`config.mk`:
```
export PLATFORM = sky130hd
export DESIGN_NAME = srdp_front
export DESIGN_NICKNAME = d
export VERILOG_FILES = /design/src/rtl/srdp_pkg.sv /design/src/rtl/srdp_front.sv
export SDC_FILE = /design/constraint.sdc
export NUM_CORES = 1
export LEC_CHECK = 0
export ABC_AREA = 1
export BUFFER_PORTS_ARGS = -buffer_cell sky130_fd_sc_hd__buf_2
export CORE_UTILIZATION = 40
export CTS_CLUSTER_SIZE = 30
export DETAILED_ROUTE_END_ITERATION = 10
export PLACE_DENSITY = 0.68
export REMOVE_ABC_BUFFERS = 1
export SKIP_CTS_REPAIR_TIMING = 1
export SLEW_MARGIN = 15
export SYNTH_ARGS = -nofsm -noshare
export SYNTH_HDL_FRONTEND = slang
export SYNTH_SLANG_ARGS = --single-unit
```
`constraint.sdc`:
```
create_clock -name clk_i -period 3.4 [get_ports clk_i]
set_clock_uncertainty 0.2 [all_clocks]
set_input_delay 0 -clock clk_i [delete_from_list [all_inputs] [get_ports clk_i]]
set_output_delay 0 -clock clk_i [all_outputs]
set_load 0.1 [all_outputs]
```
`src/rtl/srdp_pkg.sv`:
```
package srdp_pkg;

  localparam int TableSize = 1024;
  localparam int AddrW     = 10;
  localparam int MaxElem   = 256;
  localparam int ElemIdxW  = 8;
  localparam int CountW    = 9;
  localparam int ValueW    = 15;
  localparam int CheckW    = 11;
  localparam int DispW     = 12;

  localparam logic [1:0] CmdLoad  = 2'd0;
  localparam logic [1:0] CmdRead  = 2'd1;
  localparam logic [1:0] CmdClear = 2'd2;

  localparam logic [CheckW-1:0] CheckEmpty = {CheckW{1'b1}};

  typedef struct packed {
    logic [1:0]        cmd;
    logic [AddrW-1:0]  column;
    logic [ValueW-1:0] value;
    logic              last;
  } item_t;

  typedef struct packed {
    logic pop;
    logic clearing;
  } back_ctrl_t;

  typedef struct packed {
    logic [CheckW-1:0] disp;
    logic              ovf;
    logic [AddrW-1:0]  highest;
    logic [ValueW-1:0] rvalue;
    logic [CheckW-1:0] rcheck;
    logic              is_read;
  } result_t;

endpackage

```
`src/rtl/srdp_front.sv`:
```
module srdp_front (
  input  logic                 clk_i,
  input  logic                 rst_ni,
  input  logic                 valid_i,
  output logic                 stall_o,
  input  srdp_pkg::item_t      item_i,
  input  srdp_pkg::back_ctrl_t ctrl_i,
  output logic                 q_valid_o,
  output srdp_pkg::item_t      q_item_o
);

  srdp_pkg::item_t fifo_q [2];
  logic       wr_ptr_q, wr_ptr_d;
  logic       rd_ptr_q, rd_ptr_d;
  logic [1:0] cnt_q, cnt_d;
  logic       accept, push, known_cmd;

  assign stall_o   = (cnt_q == 2'd2) || ctrl_i.clearing;
  assign accept    = valid_i && !stall_o;
  // drop the unused command code here
  assign known_cmd = item_i.cmd inside {srdp_pkg::CmdLoad, srdp_pkg::CmdRead,
                                        srdp_pkg::CmdClear};
  assign push      = accept && known_cmd;
  assign q_valid_o = (cnt_q != 2'd0);
  assign q_item_o  = fifo_q[rd_ptr_q];

  always_comb begin
    wr_ptr_d = push ? !wr_ptr_q : wr_ptr_q;
    rd_ptr_d = ctrl_i.pop ? !rd_ptr_q : rd_ptr_q;
    cnt_d    = cnt_q + {1'b0, push} - {1'b0, ctrl_i.pop};
  end

  always_ff @(posedge clk_i or negedge rst_ni) begin
    if (!rst_ni) begin
      wr_ptr_q <= 1'b0;
      rd_ptr_q <= 1'b0;
      cnt_q    <= 2'd0;
    end else begin
      wr_ptr_q <= wr_ptr_d;
      rd_ptr_q <= rd_ptr_d;
      cnt_q    <= cnt_d;
    end
  end

  always_ff @(posedge clk_i) begin
    if (push) begin
      fifo_q[wr_ptr_q] <= item_i;
    end
  end

endmodule

```
# Word level (Yosys, flattened, before mapping)
# Memory sizes are Yosys's and may differ from the RTL's.
# Cells that the tools add are included.
# word_totals
ff_bits,4
ramBits,56
out_inout_bits,30
wordCells,20
memories,1
# memory_table
memory,words,width,rd,rd_clocked_by_memory_dff,wr,line,rtl
fifo_q,2,28,1,0,1,srdp_front.sv:12,srdp_pkg::item_t fifo_q [2];
# classes
addsub,2
eq_ne,3
mux,2
reduce_logical,9
# ops
operator,n
== test 2 bit (second input constant),2
logical NOT 1 bit,3
nonzero test 3 bit,1
adder 2 x 1 -> 2 bit,1
== test 2 x 1 -> 1 bit (second input constant),1
logical AND 1 bit,2
logical NOT 2 bit,1
two-way mux 1 bit,2
nonzero test 2 bit,1
subtractor 2 x 1 -> 2 bit,1
logical OR 1 bit,1

# Logic depth before layout (Yosys ltp)
# Gate-level depths: netlist of run 1.
# logic_depth
ltp_word,7
depth_mapped,10
ltp_nobuf,10

# Least setup slack after synthesis of run 1
# Ideal clock, no wire load.
# synth_timing
path_kind,register to register
start,reg cnt_q[1]
end,mem fifo_q[1][0] in the netlist's numbering (enable)
arrival_time_ps,1848
setup_slack_ps,939
stages_incl_launch_ff,4
path_buffers,0
period_less_slack_ps,2461
path_cell_list,dfrtp_1 > a21oi_1 > nand2_1 > nor2_1
# synth_via
elab_chain_len,7
# synth_rtl
item,line,rtl
"start, declared",srdp_front.sv:15,"logic [1:0] cnt_q, cnt_d;"
"start signal, assigned",srdp_front.sv:41,cnt_q <= cnt_d;
== test 2 bit,srdp_front.sv:18,assign stall_o = (cnt_q == 2'd2) || ctrl_i.clearing;
logical OR 1 bit,srdp_front.sv:18,
logical NOT 1 bit,srdp_front.sv:19,assign accept = valid_i && !stall_o;
logical AND 1 bit,srdp_front.sv:19,
logical AND 1 bit,srdp_front.sv:23,assign push = accept && known_cmd;
two-way mux 1 bit,srdp_front.sv:46,if (push) begin
two-way mux 1 bit (not written as such),srdp_front.sv:47,fifo_q[wr_ptr_q] <= item_i;
"end, declared",srdp_front.sv:12,
# No other way between the ends.

==> reports/qor.yml, run 1 <==
outcome:
  status: "finished clean"
routing:
  dr_wl_met3_um: 247
  antenna_left: 0
  detail_route.wl_per_cell_um: 13.8
  vias: 1349
  first_pass_iters: 4
  vias_per_cell: 4.50
  met2_length_mm: 2.03
  wl_mm: 4.13
  drc: 0
  wl_met1_mm: 1.80
  top_layer: "met4"
  drt_iter0_drc: 42
placement:
  io_buffers: 62
  gp_congestion: 0.697
  hpwl_mm: 2.64
  place_inst: 251
  dpl_cell_area_mm2: 0.00269
global_route:
  grt_use_total: 0.140
  antenna_found_initial: 0
  grt_max_degree: 25
  first_global_vias: 1236
  gr-total-overflow: 0
  grt_pass1_wl_mm: 5.82
pwr:
  seq_power_share: 0.331
  internal-power_mw: 1.48
  p_sw_mw: 1.41
  pwr-share-clk: 0.171
  netSwitchingFraction: 0.488
  ir_drop_uv: 608
  p_comb_frac: 0.498
  leakagePower_nw: 1.28
  power_density_mw_per_mm2: 907
sta:
  finalSetupViolCount: 0
  fmax_mhz: 443
  hold_violations: 0
  rsz0062_at_grt: "no"
  worstMarginPinSlew_ns: 0.581
  period_minus_slack_ns: 2.26
  timing.slew.headroom: 0.612
  timing.final.crit_share: 0.664
  holdWs_ns: 0.0965
  fin_setup_tns_ns: 0
  slew_violations: 0
synthesis:
  yosysTopAreaCellShare: 0.730
  synth_top_cell_by_area: "edfxtp_1"
  yosysMostFrequentCell: "edfxtp_1"
  avgSynthCellArea_um2: 19.7
  ys_seq_area_frac: 0.774
  synthCells: 117
  synth_edf_count: 56
  syn_area_mm2: 0.00230
  synthTopCellsByCount: "edfxtp_1 (56), mux2_2 (18), mux2_4 (10)"
  ys_seq_elements: 60
  synth.distinct_cells: 17
  synth_warnings: 0
  synth_area_leaders: "edfxtp_1 (73%), mux2_2 (8.8%), mux2_4 (6.5%), dfrtp_1 (4.3%), nand2_1 (1.5%)"
  postSynth.asyncResetShare: 0.0667
  ys.flop_type: "edfxtp_1"
worst_setup_path:
  r2r-end: "wr_ptr_q"
  worstPathCellList: "buf_4, mux2_2, buf_2"
  rrSetupSlack_ns: 1.23
  worst_setup_path_end_kind: "primary output"
  cp-start-kind: "register"
  path_max_fanout: 19
  crit_type: "register to primary output"
  reg2reg_depth: 5
  slowest_stage: "dfrtp_1"
  worstPathArrival_ns: 2.06
  cp.required_ns: 3.20
  slowest_delay_ns: 0.63
  startpoint: "rd_ptr_q"
  r2r_start: "cnt_q[1]"
worst_hold_path:
  hold-path-endpoint: "fifo_q[0][24]"
  hold_class: "input pin to register"
  hold_depth: 5
  hp-start: "valid_i"
cts:
  cts_sinks: 60
  insertion_delay_ns: 0.32
  clkTransAtPathRegs_ns: 0.06
  cts_tree: "built"
  clock-root-buffer: "clkbuf_8"
  numCtsBuffers: 9
  clock_path_buffers: 2
  htree_levels: 3
layout:
  drive_above_1_share: 0.461
  final_nets: 259
  area_delta_synth_final_pct: 38.2
  antenna_cells: 0
  fin_util: 0.574
  layoutNonFillerInstCount: 300
  stdcell_area_mm2: 0.00318
floorplanning:
  die_area_mm2: 0.00606
  start_util: 0.416
  ioPinCount: 63
  coreArea_mm2: 0.00554
  row_count: 27
  chipWidth_um: 77.9
  die_h_um: 77.9
run:
  maxCapViolations: 0
## per-layer routing
layer,global-route usage,vias to the layer above
met3,0.0706,7
met5,0,-
li1,-,648
met1,0.161,643
met2,0.214,51
met4,0.0679,0
## metrics by stage
step | power, mW | setup slack [ns]
floorplan | 2.18 | 0.939
global placement | 2.37 | 1.35
detailed placement | 2.38 | 1.30
CTS | 2.88 | 1.09
global route | 3.00 | 1.01
finish | 2.89 | 1.14
## placed cells by master, fill, tap and decap left out
cell | synthesis | final
nand2_1 | 9 | 9
clkinv_2 | 0 | 1
buf_2 | 0 | 62
or2_2 | 1 | 1
o21bai_1 | 1 | 1
edfxtp_1 | 56 | 56
buf_4 | 1 | 3
inv_1 | 8 | 8
nor2_2 | 0 | 1
dlygate4sd3_1 | 0 | 34
a21oi_1 | 1 | 1
ha_1 | 2 | 2
dfrtp_1 | 4 | 4
clkinv_1 | 0 | 4
mux2_4 | 10 | 10
xnor2_1 | 1 | 1
xor2_1 | 1 | 1
clkbuf_1 | 0 | 1
mux2_2 | 18 | 18
clkbuf_8 | 0 | 9
nand3_1 | 1 | 1
## registers in the layout, summed over array words and instances, names as in the netlist
signal,cells
rd_ptr_q,1
fifo_q,56
wr_ptr_q,1
cnt_q,2
## power by group through the flow
stage | logic (mW) | registers [mW] | clock network [mW]
2_1_floorplan | 1.19 | 0.994 | 0
3_3_place_gp | 1.40 | 0.967 | 0
3_5_place_dp | 1.41 | 0.973 | 0
4_1_cts | 1.41 | 0.958 | 0.508
5_1_grt | 1.49 | 0.968 | 0.535
6_report | 1.44 | 0.956 | 0.492
## worst max-delay path, delay by kind of cell (launching register included)
family	cells	cell delay, ns
buffers and inverters	2	0.70
flip-flops	1	0.63
multiplexers	1	0.40
## layout make-up
class	instances	area, µm²
sequential	60	1780
timing repair buffer	99	673
inverter	8	30.0
fill	454	2360
tap	72	90.1
clock buffer	10	128
clock inverter	5	20.0
multi-input combinational	46	459
## worst max path at each step
stage                         end  cells past startpoint
global route         q_item_o[27]                      3
floorplan            fifo_q[1][0]                      3
finish               q_item_o[27]                      3
detailed placement  fifo_q[1][24]                      4
CTS                  q_item_o[27]                      3
global placement     fifo_q[1][2]                      4
## cell families (layout without fill, tap and decap cells)
family	Yosys count	after routing	synth area share
adders and majority gates	2	2	0.0109
DFF	60	60	0.774
muxes	28	28	0.153
xor gates and xnor gates	2	2	0.00761
buffers and inverters	11	122	0.0277
and+or+nand+nor	12	12	0.0212
AOI/OAI and AO/OA	2	2	0.00543
Note: power is estimated with default switching activity, not from simulation.
==> run 2, diff against run 1 <==
==> constraint.sdc (replaced) <==
create_clock -name clk_i -period 2.1 [get_ports clk_i]
set_clock_uncertainty 0.2 [all_clocks]
set_input_delay 0 -clock clk_i [delete_from_list [all_inputs] [get_ports clk_i]]
set_output_delay 0 -clock clk_i [all_outputs]
set_load 0.1 [all_outputs]
==> run 2 against run 1 <==
  * Die area stayed put
  * Core utilization is 8.1 points higher
  * Cell area is 14% higher
  * Register-to-register slack worse by 0.80 ns
  * Non-clock buffer count is 3 higher
  * Global-route usage is 1.4 points lower
  * Total power is 85% higher
  * Critical endpoint is now q_item_o[3]
==> reports/qor.yml, run 2 (synthesis results as in run 1) <==
worst_setup_path:
  worstPathArrival_ns: 1.51
  cp-start-kind: "register"
  rrSetupSlack_ns: 0.43
  cp.required_ns: 1.90
  path_max_fanout: 16
  crit_type: "register to primary output"
  worst_setup_path_end_kind: "primary output"
floorplanning:
  row_count: 27
  chipWidth_um: 77.9
  ioPinCount: 63
  coreArea_mm2: 0.00554
  die_h_um: 77.9
  start_util: 0.416
  die_area_mm2: 0.00606
layout:
  stdcell_area_mm2: 0.00363
  final_cell_mix: "edfxtp_1 (56), dlygate4sd3_1 (34), buf_2 (34), buf_12 (28), mux2_2 (18)"
  final_nets: 262
  nFillCells: 398
  antenna_cells: 0
  fin_util: 0.655
  area_delta_synth_final_pct: 57.6
  layoutNonFillerInstCount: 304
  drive_above_1_share: 0.466
  largestRegisters: "fifo_q: 56 flops, cnt_q: 2 flops"
  largest_reg_flops: 56
  top_register: "fifo_q"
  layout_commonest_cell: "edfxtp_1"
global_route:
  grt_use_total: 0.125
  grt_max_degree: 20
  grt_pass1_wl_mm: 5.55
  first_global_vias: 1201
  antenna_found_initial: 0
  gr-total-overflow: 0
cts:
  numCtsBuffers: 9
  clock_path_buffers: 2
  insertion_delay_ns: 0.31
  clkTransAtPathRegs_ns: 0.06
  htree_levels: 3
  cts_sinks: 60
  cts_tree: "built"
  clock-root-buffer: "clkbuf_8"
placement:
  gp_congestion: 0.708
  place_inst: 254
  io_buffers: 62
  dpl_cell_area_mm2: 0.00314
  hpwl_mm: 2.59
pwr:
  leakagePower_nw: 1.45
  ir_drop_uv: 1110
  finalPower_mw: 5.35
  power_density_mw_per_mm2: 1470
sta:
  worstMarginPinSlew_ns: 0.491
  finalSetupViolCount: 0
  hold_violations: 0
  slew_violations: 0
  timing.final.crit_share: 0.816
  rsz0062_at_grt: "no"
  holdWs_ns: 0.205
  period_minus_slack_ns: 1.71
  fmax_mhz: 584
  timing.slew.headroom: 0.675
run:
  maxCapViolations: 0
routing:
  wl_met1_mm: 1.70
  dr_wl_met3_um: 182
  top_layer: "met4"
  vias: 1346
  drt_iter0_drc: 24
  first_pass_iters: 4
  wl_mm: 3.86
  antenna_left: 0
  drc: 0
  detail_route.wl_per_cell_um: 12.7
  met2_length_mm: 1.93
  vias_per_cell: 4.43
worst_hold_path:
  hold_class: "input pin to register"
outcome:
  status: "finished clean"
## run 2: power breakdown
part / total (mW) / switching [mW] / internal, mW
logic: 3.05 / 1.95 / 1.10
clock network: 0.789 / 0.374 / 0.415
registers: 1.51 / 0.0447 / 1.46
total: 5.35 / 2.36 / 2.98
## run 2: final cells by class
cell class / count / area, µm² / area share
Inverter: 8 / 30.0 / 0.00828
Clock buffer: 12 / 135 / 0.0372
Multi-Input combinational cell: 46 / 459 / 0.127
Tap cell: 72 / 90.1 / 0.0248
Timing Repair Buffer: 102 / 1120 / 0.308
Sequential cell: 60 / 1780 / 0.491
Clock inverter: 4 / 16.3 / 0.00448
## run 2: final timing paths
check	start	to	depth (start not counted)
max reg2reg	cnt_q[1]	cnt_q[1]	8
min	item_i[3]	fifo_q[1][3]	2
max	rd_ptr_q	q_item_o[3]	3
max in group asynchronous	rst_ni	rd_ptr_q	3
min reg2reg	cnt_q[0]	cnt_q[0]	1
min in group asynchronous	rst_ni	cnt_q[0]	3
## run 2: metal layers
metal / track usage / up-vias
met5: 0 / -
met1: 0.157 / 640
met2: 0.195 / 46
met4: 0.0566 / 0
li1: - / 654
met3: 0.0435 / 6
## run 2: through the flow
| step | worst slack, ns | TNS, ns |
|---|---|---|
| 6_report | 0.387 | 0 |
| 5_1_grt | 0.294 | 0 |
| 4_1_cts | 0.361 | 0 |
| 3_5_place_dp | 0.467 | 0 |
| 3_3_place_gp | 0.511 | 0 |
| 2_1_floorplan | -0.361 | -10.11 |
## run 2: critical path: stages (launching register included)
cell and delay, ns:
dfrtp_1 0.34, buf_4 0.27, mux2_2 0.41, buf_12 0.17
